==> config.mk <==
export PLATFORM = sky130hd
export DESIGN_NAME = xwc_parser
export DESIGN_NICKNAME = d
export VERILOG_FILES = /design/src/hw/rtl/xwc_pkg.sv /design/src/hw/rtl/xwc_parser.sv
export SDC_FILE = /design/constraint.sdc
export NUM_CORES = 1
export LEC_CHECK = 0
export BUFFER_PORTS_ARGS = -buffer_cell sky130_fd_sc_hd__buf_2
export CORE_MARGIN = 3
export CORE_UTILIZATION = 35
export DETAILED_ROUTE_END_ITERATION = 16
export GPL_ROUTABILITY_DRIVEN = 0
export PLACE_DENSITY = 0.52
export RECOVER_POWER = 50
export SETUP_SLACK_MARGIN = 0.05
export SLEW_MARGIN = 5
export SYNTH_ARGS = -nofsm -noshare
export SYNTH_HDL_FRONTEND = slang
export SYNTH_SLANG_ARGS = --single-unit
==> constraint.sdc <==
create_clock -name clk -period 13.9 [get_ports clk]
set_input_delay 2.78 -clock clk [delete_from_list [all_inputs] [get_ports clk]]
set_output_delay 2.78 -clock clk [all_outputs]
set_load 0.02 [all_outputs]
==> src/hw/rtl/xwc_pkg.sv <==
// shared types, constants and helpers of the xml well-formedness checker
package xwc_pkg;

    // default build sizes
    localparam int MAX_DEPTH_DEF    = 16;
    localparam int MAX_NAME_LEN_DEF = 32;

    // character codes
    localparam logic [7:0] CH_LT     = 8'h3C;
    localparam logic [7:0] CH_GT     = 8'h3E;
    localparam logic [7:0] CH_SLASH  = 8'h2F;
    localparam logic [7:0] CH_EQ     = 8'h3D;
    localparam logic [7:0] CH_BANG   = 8'h21;
    localparam logic [7:0] CH_QMARK  = 8'h3F;
    localparam logic [7:0] CH_DASH   = 8'h2D;
    localparam logic [7:0] CH_LBRACK = 8'h5B;
    localparam logic [7:0] CH_RBRACK = 8'h5D;
    localparam logic [7:0] CH_DQUOTE = 8'h22;
    localparam logic [7:0] CH_SQUOTE = 8'h27;
    localparam logic [7:0] CH_SPACE  = 8'h20;
    localparam logic [7:0] CH_TAB    = 8'h09;
    localparam logic [7:0] CH_LF     = 8'h0A;
    localparam logic [7:0] CH_CR     = 8'h0D;

    // markup prefix matcher progress inside a tag name
    localparam logic [3:0] PP_START     = 4'd0;
    localparam logic [3:0] PP_BANG      = 4'd1;
    localparam logic [3:0] PP_DASH      = 4'd2;
    localparam logic [3:0] PP_BRACKET   = 4'd3;
    localparam logic [3:0] PP_CDATA_END = 4'd8;
    localparam logic [3:0] PP_DEAD      = 4'd15;

    // parse phase, one-hot
    typedef enum logic [12:0] {
        PH_TOP          = 13'b0000000000001,
        PH_LT           = 13'b0000000000010,
        PH_NAME_OPEN    = 13'b0000000000100,
        PH_NAME_CLOSE   = 13'b0000000001000,
        PH_CLOSE_WS     = 13'b0000000010000,
        PH_ATTR_GAP     = 13'b0000000100000,
        PH_ATTR_NAME    = 13'b0000001000000,
        PH_VALUE_WS     = 13'b0000010000000,
        PH_QUOTED       = 13'b0000100000000,
        PH_SELF_SLASH   = 13'b0001000000000,
        PH_SKIP_COMMENT = 13'b0010000000000,
        PH_SKIP_PI      = 13'b0100000000000,
        PH_SKIP_CDATA   = 13'b1000000000000
    } phase_t;

    // memory access requests from the parser to the name stack
    typedef struct packed {
        logic rd_en;
        logic name_we;
        logic len_we;
    } stack_ctl_t;

    // one verdict
    typedef struct packed {
        logic over_capacity;
        logic doc_valid;
    } result_t;

    function automatic logic is_ws(input logic [7:0] c);
        return (c == CH_SPACE) || (c == CH_TAB) || (c == CH_LF) || (c == CH_CR);
    endfunction

    function automatic logic ends_name(input logic [7:0] c);
        return is_ws(c) || (c == CH_GT) || (c == CH_SLASH) || (c == CH_EQ);
    endfunction

    // letters of the CDATA keyword
    function automatic logic [7:0] cdata_char(input logic [2:0] idx);
        logic [7:0] ch;
        case (idx)
            3'd0:    ch = 8'h43;
            3'd1:    ch = 8'h44;
            3'd2:    ch = 8'h41;
            3'd3:    ch = 8'h54;
            3'd4:    ch = 8'h41;
            default: ch = 8'h00;
        endcase
        return ch;
    endfunction

endpackage

==> src/hw/rtl/xwc_parser.sv <==
// byte parser: phase, counters and flags, with prefetch of the stack top
module xwc_parser
    import xwc_pkg::*;
#(
    parameter int MAX_DEPTH    = MAX_DEPTH_DEF,
    parameter int MAX_NAME_LEN = MAX_NAME_LEN_DEF,
    localparam int DW = $clog2(MAX_DEPTH + 1),
    localparam int RW = (MAX_DEPTH > 1) ? $clog2(MAX_DEPTH) : 1,
    localparam int PW = $clog2(MAX_NAME_LEN + 2),
    localparam int CW = (MAX_NAME_LEN > 1) ? $clog2(MAX_NAME_LEN) : 1,
    localparam int LW = $clog2(MAX_NAME_LEN + 1)
) (
    input  logic          clk,
    input  logic          rst_n,
    input  logic          accept,
    input  logic [7:0]    c,
    input  logic          last,
    input  logic [7:0]    top_byte,
    input  logic [LW-1:0] top_len,
    output stack_ctl_t    ctl,
    output logic [RW-1:0] name_wrow,
    output logic [CW-1:0] name_wcol,
    output logic [7:0]    name_wdata,
    output logic [RW-1:0] len_wrow,
    output logic [LW-1:0] len_wdata,
    output logic [RW-1:0] rd_row,
    output logic [CW-1:0] rd_col,
    output logic          res_push,
    output result_t       res
);

    localparam logic [PW-1:0] NAME_MAX = PW'(MAX_NAME_LEN);
    localparam logic [DW-1:0] DEPTH_MAX = DW'(MAX_DEPTH);

    phase_t        phase_reg, phase_next;
    logic [DW-1:0] depth_reg, depth_next;
    logic [PW-1:0] pos_reg, pos_next;
    logic          mis_reg, mis_next;
    logic          quote_reg, quote_next;
    logic [3:0]    pp_reg, pp_next;
    logic          err_reg, err_next;
    logic          ovf_reg, ovf_next;

    phase_t        phase_t1;
    logic [DW-1:0] depth_t1;
    logic [PW-1:0] pos_t1;
    logic          err_t1;
    logic          ovf_t1;

    logic [PW-1:0] eff_pos;
    logic [3:0]    eff_pp;
    logic [3:0]    np;
    logic          skip_go;
    phase_t        skip_ph;
    logic [PW-1:0] pos_inc;
    logic          gap_go;
    logic          cws_go;
    logic          name_we;
    logic          len_we;
    logic [7:0]    quote_ch;
    logic [7:0]    skip_ch;

    // next state for one byte
    always_comb
    begin
        phase_t1   = phase_reg;
        depth_t1   = depth_reg;
        pos_t1     = pos_reg;
        mis_next   = mis_reg;
        quote_next = quote_reg;
        pp_next    = pp_reg;
        err_t1     = err_reg;
        ovf_t1     = ovf_reg;
        eff_pos    = (phase_reg == PH_LT) ? '0 : pos_reg;
        eff_pp     = (phase_reg == PH_LT) ? PP_START : pp_reg;
        np         = PP_DEAD;
        skip_go    = 1'b0;
        skip_ph    = PH_SKIP_PI;
        pos_inc    = eff_pos + ((eff_pos <= NAME_MAX) ? PW'(1) : PW'(0));
        gap_go     = 1'b0;
        cws_go     = 1'b0;
        name_we    = 1'b0;
        len_we     = 1'b0;
        quote_ch   = quote_reg ? CH_SQUOTE : CH_DQUOTE;
        skip_ch    = (phase_reg == PH_SKIP_COMMENT) ? CH_DASH : CH_RBRACK;

        if (!err_reg)
        begin
            case (phase_reg)
                PH_TOP:
                begin
                    if (c == CH_LT)
                    begin
                        phase_t1 = PH_LT;
                    end
                    else
                    begin
                        err_t1 = 1'b1;
                    end
                end
                PH_LT, PH_NAME_OPEN:
                begin
                    if ((phase_reg == PH_LT) && (c == CH_SLASH))
                    begin
                        phase_t1 = PH_NAME_CLOSE;
                        pos_t1   = '0;
                        mis_next = (depth_reg == '0);
                    end
                    else
                    begin
                        phase_t1 = PH_NAME_OPEN;
                        pos_t1   = eff_pos;
                        pp_next  = eff_pp;
                        if (ends_name(c))
                        begin
                            // tag name complete
                            if (eff_pos == '0)
                            begin
                                err_t1 = 1'b1;
                            end
                            else if (eff_pos > NAME_MAX)
                            begin
                                err_t1 = 1'b1;
                                ovf_t1 = 1'b1;
                            end
                            else
                            begin
                                gap_go = 1'b1;
                            end
                        end
                        else
                        begin
                            // markup prefix recognition
                            if (eff_pp == PP_START)
                            begin
                                if (c == CH_BANG)
                                begin
                                    np = PP_BANG;
                                end
                                else if (c == CH_QMARK)
                                begin
                                    skip_go = 1'b1;
                                    skip_ph = PH_SKIP_PI;
                                end
                            end
                            else if (eff_pp == PP_BANG)
                            begin
                                if (c == CH_DASH)
                                begin
                                    np = PP_DASH;
                                end
                                else if (c == CH_LBRACK)
                                begin
                                    np = PP_BRACKET;
                                end
                            end
                            else if (eff_pp == PP_DASH)
                            begin
                                if (c == CH_DASH)
                                begin
                                    skip_go = 1'b1;
                                    skip_ph = PH_SKIP_COMMENT;
                                end
                            end
                            else if ((eff_pp >= PP_BRACKET) && (eff_pp < PP_CDATA_END))
                            begin
                                if (c == cdata_char(3'(eff_pp - PP_BRACKET)))
                                begin
                                    np = eff_pp + 4'd1;
                                end
                            end
                            else if (eff_pp == PP_CDATA_END)
                            begin
                                if (c == CH_LBRACK)
                                begin
                                    skip_go = 1'b1;
                                    skip_ph = PH_SKIP_CDATA;
                                end
                            end

                            if (skip_go)
                            begin
                                phase_t1 = skip_ph;
                                pp_next  = PP_START;
                            end
                            else
                            begin
                                pp_next = np;
                                name_we = (depth_reg < DEPTH_MAX) && (eff_pos < NAME_MAX);
                                pos_t1  = pos_inc;
                                if ((pos_inc > NAME_MAX) && (np == PP_DEAD))
                                begin
                                    err_t1 = 1'b1;
                                    ovf_t1 = 1'b1;
                                end
                            end
                        end
                    end
                end
                PH_NAME_CLOSE:
                begin
                    if (ends_name(c))
                    begin
                        if (pos_reg == '0)
                        begin
                            err_t1 = 1'b1;
                        end
                        else if (pos_reg > NAME_MAX)
                        begin
                            err_t1 = 1'b1;
                            ovf_t1 = 1'b1;
                        end
                        else
                        begin
                            mis_next = mis_reg || (depth_reg == '0) ||
                                       (pos_reg != PW'(top_len));
                            cws_go   = 1'b1;
                        end
                    end
                    else
                    begin
                        // compare against the prefetched byte of the top name
                        if ((depth_reg == '0) || (pos_reg >= PW'(top_len)) ||
                            (top_byte != c))
                        begin
                            mis_next = 1'b1;
                        end
                        pos_t1 = pos_inc;
                        if (pos_inc > NAME_MAX)
                        begin
                            err_t1 = 1'b1;
                            ovf_t1 = 1'b1;
                        end
                    end
                end
                PH_CLOSE_WS:
                begin
                    cws_go = 1'b1;
                end
                PH_ATTR_GAP:
                begin
                    gap_go = 1'b1;
                end
                PH_ATTR_NAME:
                begin
                    if (c == CH_EQ)
                    begin
                        phase_t1 = PH_VALUE_WS;
                    end
                    else if (is_ws(c))
                    begin
                        err_t1 = 1'b1;
                    end
                end
                PH_VALUE_WS:
                begin
                    if (c == CH_DQUOTE)
                    begin
                        quote_next = 1'b0;
                        phase_t1   = PH_QUOTED;
                    end
                    else if (c == CH_SQUOTE)
                    begin
                        quote_next = 1'b1;
                        phase_t1   = PH_QUOTED;
                    end
                    else if (!is_ws(c))
                    begin
                        err_t1 = 1'b1;
                    end
                end
                PH_QUOTED:
                begin
                    if (c == quote_ch)
                    begin
                        phase_t1 = PH_ATTR_GAP;
                    end
                end
                PH_SELF_SLASH:
                begin
                    if (c == CH_GT)
                    begin
                        phase_t1 = PH_TOP;
                    end
                    else
                    begin
                        err_t1 = 1'b1;
                    end
                end
                PH_SKIP_COMMENT, PH_SKIP_CDATA:
                begin
                    if (c == skip_ch)
                    begin
                        if (pp_reg < 4'd2)
                        begin
                            pp_next = pp_reg + 4'd1;
                        end
                    end
                    else if ((c == CH_GT) && (pp_reg == 4'd2))
                    begin
                        phase_t1 = PH_TOP;
                    end
                    else
                    begin
                        pp_next = 4'd0;
                    end
                end
                PH_SKIP_PI:
                begin
                    if (c == CH_QMARK)
                    begin
                        pp_next = 4'd1;
                    end
                    else if ((c == CH_GT) && (pp_reg == 4'd1))
                    begin
                        phase_t1 = PH_TOP;
                    end
                    else
                    begin
                        pp_next = 4'd0;
                    end
                end
                default:
                begin
                    err_t1 = 1'b1;
                end
            endcase

            // between attributes, or right after the tag name
            if (gap_go)
            begin
                if (is_ws(c))
                begin
                    phase_t1 = PH_ATTR_GAP;
                end
                else if (c == CH_GT)
                begin
                    if (depth_reg >= DEPTH_MAX)
                    begin
                        err_t1 = 1'b1;
                        ovf_t1 = 1'b1;
                    end
                    else
                    begin
                        len_we   = 1'b1;
                        depth_t1 = depth_reg + DW'(1);
                        phase_t1 = PH_TOP;
                    end
                end
                else if (c == CH_SLASH)
                begin
                    phase_t1 = PH_SELF_SLASH;
                end
                else if (c == CH_EQ)
                begin
                    phase_t1 = PH_VALUE_WS;
                end
                else
                begin
                    phase_t1 = PH_ATTR_NAME;
                end
            end

            // after a close tag name
            if (cws_go)
            begin
                if (is_ws(c))
                begin
                    phase_t1 = PH_CLOSE_WS;
                end
                else if ((c == CH_GT) && !mis_next && (depth_reg != '0))
                begin
                    depth_t1 = depth_reg - DW'(1);
                    phase_t1 = PH_TOP;
                end
                else
                begin
                    err_t1 = 1'b1;
                end
            end
        end
    end

    // verdict on the last byte, then back to the reset state
    always_comb
    begin
        res.doc_valid     = !err_t1 && (phase_t1 == PH_TOP) && (depth_t1 == '0);
        res.over_capacity = ovf_t1;
        res_push          = accept && last;
        if (last)
        begin
            phase_next = PH_TOP;
            depth_next = '0;
            pos_next   = '0;
            err_next   = 1'b0;
            ovf_next   = 1'b0;
        end
        else
        begin
            phase_next = phase_t1;
            depth_next = depth_t1;
            pos_next   = pos_t1;
            err_next   = err_t1;
            ovf_next   = ovf_t1;
        end
    end

    // stack requests: writes now, prefetch for the next byte
    always_comb
    begin
        ctl.rd_en   = accept;
        ctl.name_we = accept && name_we;
        ctl.len_we  = accept && len_we;
        name_wrow   = RW'(depth_reg);
        name_wcol   = CW'(eff_pos);
        name_wdata  = c;
        len_wrow    = RW'(depth_reg);
        len_wdata   = LW'(pos_t1);
        rd_row      = RW'(depth_next - DW'(1));
        rd_col      = (pos_next < NAME_MAX) ? CW'(pos_next) : '0;
    end

    // state registers
    always_ff @(posedge clk or negedge rst_n)
    begin
        if (!rst_n)
        begin
            phase_reg <= PH_TOP;
            depth_reg <= '0;
            pos_reg   <= '0;
            mis_reg   <= 1'b0;
            quote_reg <= 1'b0;
            pp_reg    <= PP_START;
            err_reg   <= 1'b0;
            ovf_reg   <= 1'b0;
        end
        else if (accept)
        begin
            phase_reg <= phase_next;
            depth_reg <= depth_next;
            pos_reg   <= pos_next;
            mis_reg   <= last ? 1'b0 : mis_next;
            quote_reg <= last ? 1'b0 : quote_next;
            pp_reg    <= last ? PP_START : pp_next;
            err_reg   <= err_next;
            ovf_reg   <= ovf_next;
        end
    end

endmodule

Yosys cells after proc, flatten, opt, wreduce, memory -nomap -nowiden
Cells that the tools add are included.
{"block": "op_classes", "addsub": 7, "order_cmp": 12, "eq_ne": 48, "muxes": 178, "n_reduce_logical": 42}
{"operator": "2-to-1 mux 13 bit", "n": 28}
{"operator": "case mux 13 bit (8 select lines)", "n": 1}
{"operator": "2-to-1 mux 4 bit", "n": 23}
{"operator": "2-to-1 mux 1 bit", "n": 88}
{"operator": "== test 8 x 6 -> 1 bit (second input constant)", "n": 10}
{"operator": "2-to-1 mux 8 bit", "n": 9}
{"operator": "2-to-1 mux 5 bit", "n": 10}
{"operator": "2-to-1 mux 6 bit", "n": 7}
{"operator": "case mux 7 bit (4 select lines)", "n": 1}
{"operator": "== test 13 x 1 -> 1 bit (second input constant)", "n": 2}
{"operator": "== test 8 x 4 -> 1 bit (second input constant)", "n": 3}
{"operator": "greater-than comparator 6 bit (second input constant)", "n": 3}
{"operator": "== test 13 x 10 -> 1 bit (second input constant)", "n": 1}
{"operator": "== test 13 x 11 -> 1 bit (second input constant)", "n": 1}
{"operator": "== test 13 x 12 -> 1 bit (second input constant)", "n": 1}
{"operator": "== test 13 bit (second input constant)", "n": 1}
{"operator": "== test 13 x 2 -> 1 bit (second input constant)", "n": 1}
{"operator": "== test 13 x 3 -> 1 bit (second input constant)", "n": 1}
{"operator": "== test 13 x 4 -> 1 bit (second input constant)", "n": 1}
{"operator": "== test 13 x 5 -> 1 bit (second input constant)", "n": 1}
{"operator": "== test 13 x 6 -> 1 bit (second input constant)", "n": 1}
{"operator": "== test 13 x 7 -> 1 bit (second input constant)", "n": 1}
{"operator": "== test 13 x 8 -> 1 bit (second input constant)", "n": 1}
{"operator": "== test 13 x 9 -> 1 bit (second input constant)", "n": 1}
{"operator": "other kinds (53)", "n": 90}
{"block": "word_totals", "ff_bits": 32, "out_inout_bits": 42}

Depth between registers and ports, before layout
{"block": "logic_depth", "depth_word": 42, "depth_mapped": 18, "mapped_depth_nobuf": 15}

Worst setup path before layout
OpenSTA, ideal clock, no wires.
{"block": "synth_timing", "kind": "input-to-output", "start": "input c[6]", "end": "output rd_row[2]", "arrival_ns": 6.225, "required_time_ns": 11.120, "path_slack_ns": 4.895, "cell_stages": 11, "n_path_buf": 1, "cell_sequence": "clkbuf_1 -> or4b_2 -> or3_1 -> nor2_1 -> nor2b_1 -> a211oi_2 -> nand3_4 -> and3_1 -> o21ai_0 -> ha_1 -> xor2_1"}
{"block": "synth_between", "elab_chain_cells": 19}
{"item": "from (decl)", "line_no": "xwc_parser.sv:16", "rtl": "input logic [7:0] c,"}
{"item": "== test 8 x 6 -> 1 bit / == test 8 x 4 -> 1 bit (equally long branches)", "line_no": "xwc_pkg.sv:64", "rtl": "return (c == CH_SPACE) || (c == CH_TAB) || (c == CH_LF) || (c == CH_CR);"}
{"item": "logical OR 1 bit (3 in series)", "line_no": "xwc_pkg.sv:64"}
{"item": "logical OR 1 bit (3 in series)", "line_no": "xwc_pkg.sv:68", "rtl": "return is_ws(c) || (c == CH_GT) || (c == CH_SLASH) || (c == CH_EQ);"}
{"item": "2-to-1 mux 1 bit", "line_no": "xwc_parser.sv:202", "rtl": "if (ends_name(c))"}
{"item": "case mux 1 bit (2 select lines)", "line_no": "xwc_parser.sv:89", "rtl": "case (phase_reg)"}
{"item": "2-to-1 mux 1 bit", "line_no": "xwc_parser.sv:87", "rtl": "if (!err_reg)"}
{"item": "zero test 1 bit", "line_no": "xwc_parser.sv:371", "rtl": "else if ((c == CH_GT) && !mis_next && (depth_reg != '0))"}
{"item": "logical AND 1 bit (2 in series)", "line_no": "xwc_parser.sv:371"}
{"item": "2-to-1 mux 5 bit", "line_no": "xwc_parser.sv:371"}
{"item": "2-to-1 mux 5 bit", "line_no": "xwc_parser.sv:367", "rtl": "if (is_ws(c))"}
{"item": "2-to-1 mux 5 bit *", "line_no": "xwc_parser.sv:365", "rtl": "if (cws_go)"}
{"item": "2-to-1 mux 5 bit *", "line_no": "xwc_parser.sv:87"}
{"item": "2-to-1 mux 5 bit *", "line_no": "xwc_parser.sv:390", "rtl": "if (last)"}
{"item": "subtractor 4 x 1 -> 4 bit *", "line_no": "xwc_parser.sv:419", "rtl": "rd_row = RW'(depth_next - DW'(1));"}
{"item": "to (decl)", "line_no": "xwc_parser.sv:26", "rtl": "output logic [RW-1:0] rd_row,"}
Every way passes the cells marked *; elsewhere a longest branch is shown, timed or not. The select of a mux whose other input is x is not followed.

Worst setup path after layout
{"block": "layout_timing", "start": "input c[4]", "end": "output rd_row[2]"}
The elaborated chain is that of the path after synthesis.

==> results.sh <==
export IMPL_antenna_found_initial=0
export IMPL_cts_buffers=5
export IMPL_synth_simple_area_share=0.3453
export IMPL_route_detailed_drc=0
export IMPL_fp_dieH_um=119.9
export IMPL_port_buffers=67
export IMPL_synth_mux_area_frac=0.01735
export IMPL_yosysWarningCount=0
export IMPL_clockBufferDepth=2
export IMPL_layout_drive_gt1_share=0.1387
export IMPL_ys_types=79
export IMPL_async_reset_ff_frac=1.000
export IMPL_worst_hold_slack_ns=0.5639
export IMPL_grt_start_max_net_pins=33
export IMPL_insertion_delay_ns=0.29
export IMPL_syn_area_per_cell_um2=7.306
export IMPL_io_pins=68
export IMPL_status="finished with violations"
export IMPL_arrival_ns=6.74
export IMPL_grt_pass1_wl_um=26030
export IMPL_num_vias=5190
export IMPL_clk_pin_slew_worst_paths_ns=0.05
export IMPL_critPathLaunchType="input pin"
export IMPL_power_density_nw_per_um2=67.12
export IMPL_path_max_fanout=15
export IMPL_cts_tree="yes"
export IMPL_slew_violations=41
export IMPL_hp_start="mis_reg"
export IMPL_synth_compound_area_frac=0.2781
export IMPL_grt_pass1_vias=4688
export IMPL_synth_top_family_by_area="simple AND/OR/NAND/NOR gates"
export IMPL_syn_inst=622
export IMPL_cts_hold_buf=0
export IMPL_yosysTopAreaCell="dfrtp_1"
export IMPL_crit_start="c[4]"
export IMPL_synth_top_area_share=0.1707
export IMPL_clock_root_buffer="clkbuf_16"
export IMPL_fillCellCount=1308
export IMPL_ir_drop_v=0.00003993
export IMPL_synthFlopType="dfrtp_1"
export IMPL_crit_required_ns=11.12
export IMPL_dpl_instance_area_um2=4842
export IMPL_grt_usage=0.2246
export IMPL_synth_seq_cells=32
export IMPL_finalSetupViolations=0
export IMPL_fin_tns_setup_ns=0
export IMPL_synth_edf_count=0
export IMPL_synth_seq_area_share=0.1765
export IMPL_die_area_um2=14390
export IMPL_coreArea_um2=12360
export IMPL_fp_dieW_um=119.9
export IMPL_rows=40
export IMPL_r2r_start="phase_reg[12]"
export IMPL_critPathKind="in -> out"
export IMPL_min_path_type="reg -> reg"
export IMPL_dp_hpwl_um=12620
export IMPL_routed_via_density=6.353
export IMPL_drtAntennaViolNets=0
export IMPL_hold_viol=0
export IMPL_post_cts_buffers=0
export IMPL_finalCritPeriodShare=0.6848
export IMPL_gr_total_overflow=0
export IMPL_synth_nets=669
export IMPL_tightest_slew_ns=1.984
export IMPL_diodes=0
export IMPL_fin_area_um2=4938
export IMPL_leakagePower_nw=2.024
export IMPL_cts_htree_levels=2
export IMPL_yosys_top_cells_area="dfrtp_1, ha_1, o21ai_0"
export IMPL_area_growth_pct=8.673
export IMPL_dr_pass1_iters=6
export IMPL_routed_wl_um=16640
export IMPL_start_util=0.3676
export IMPL_clock_sinks=32
export IMPL_max_freq_mhz=105.1
export IMPL_drtIter0Drc=688
export IMPL_post_cts_resized=0
export IMPL_synthXorXnorAreaFrac=0.03855
export IMPL_syn_cell_area_um2=4544
export IMPL_finClkSkew_ns=0.008703
export IMPL_cap_viol_max_count=2
export IMPL_rsz0062_at_grt="false"
export IMPL_slew_headroom=-0.3228
export IMPL_cp_end_kind="primary output"
export IMPL_synthAdderAreaFrac=0.05782
export IMPL_fin_crit_ns=9.519
export IMPL_fin_nets=696
export IMPL_wl_per_cell_um=20.37
export IMPL_violations="capacitance limit, slew limit"
export IMPL_largest_reg_flops=13
[logic make-up (layout without fill, tap and decap cells)]
group,count (synthesis),in the layout
compound gates,181,181
simple gates,281,281
fa+ha+maj,21,21
mux,7,7
buf+inv,80,107
xor+xnor,20,20
flops,32,32
[power by group]
part           switching, mW  total [mW]  internal [mW]
Sequential            0.0113       0.109         0.0973
Combinational         0.0772       0.116         0.0387
Clock                 0.0419       0.107         0.0651
[synthesized netlist by cell type (all sizes together), types with 8 or more instances]
master and number:
nor2 54, nand2 51, o21ai 45, dfrtp 31
inv 29, a21oi 28, clkbuf 27, nor3 26
buf 24, ha 21, nand3 19, nor4 18
nand4 15, and3 13, xor2 12, a22o 11
nand2b 11, nor2b 11, a31oi 10, o22ai 10
xnor2 8
[cell type report]
cell class,instances,area [um^2],area share
Clock buffer,6,128.9,0.02610
Tap cell,168,210.2,0.04256
Inverter,29,108.9,0.02204
Multi-Input combinational cell,510,3344,0.6772
Sequential cell,32,802.0,0.1624
Timing Repair Buffer,71,339.1,0.06866
Clock inverter,1,5.005,0.001013
[worst max-delay path: stages]
cell	delay, ns
clkbuf_1	0.26
or4b_2	0.80
or3_1	0.43
nor2_1	0.30
nor2b_1	0.10
a211oi_1	0.73
nand3_4	0.22
a21boi_1	0.25
a21oi_1	0.27
or2_1	0.13
ha_1	0.15
xor2_1	0.13
buf_2	0.18
[through the flow]
| step | setup slack [ns] | power [mW] | instances | utilization |
|---|---|---|---|---|
| after floorplan | 4.895 | 0.1923 | 622 | - |
| after global placement | 5.022 | 0.2247 | 810 | 0.3917 |
| after detailed placement | 4.863 | 0.2231 | 810 | 0.3917 |
| after CTS | 4.854 | 0.3327 | 817 | 0.4025 |
| after global routing | 4.163 | 0.3495 | 817 | 0.3995 |
| final | 4.381 | 0.3315 | 817 | 0.3995 |
[layer usage]
layer	track usage	vias up	share of wire
met5	0	-	0
met4	0.08375	0	0.034
met3	0.03723	40	0.098
met2	0.3418	316	0.43
met1	0.3175	2436	0.43
li1	-	2398	-
[cells in the final DEF (no fill, tap or decap), types with 11 or more instances in the layout]
cell / count
buf_2: 55
a22o_1: 11
nand2_1: 51
inv_1: 29
nand2b_1: 11
o21ai_0: 42
dfrtp_1: 31
and3_1: 13
nor2_1: 54
nor4_1: 18
nor2b_1: 11
ha_1: 21
a21oi_1: 27
nor3_1: 24
clkbuf_1: 16
nand4_1: 15
xor2_1: 12
nand3_1: 18
[worst paths after layout]
check / slack, ns / to / cells after the start
max in group asynchronous: 9.70 / phase_reg[12] / 1
max: 4.38 / rd_row[2] / 13
min in group asynchronous: 3.05 / pos_reg[3] / 1
min: 0.56 / mis_reg / 1
min reg2reg: 0.56 / mis_reg / 1
max reg2reg: 8.30 / err_reg / 16
No activity file was read; power rests on OpenSTA's default activity.
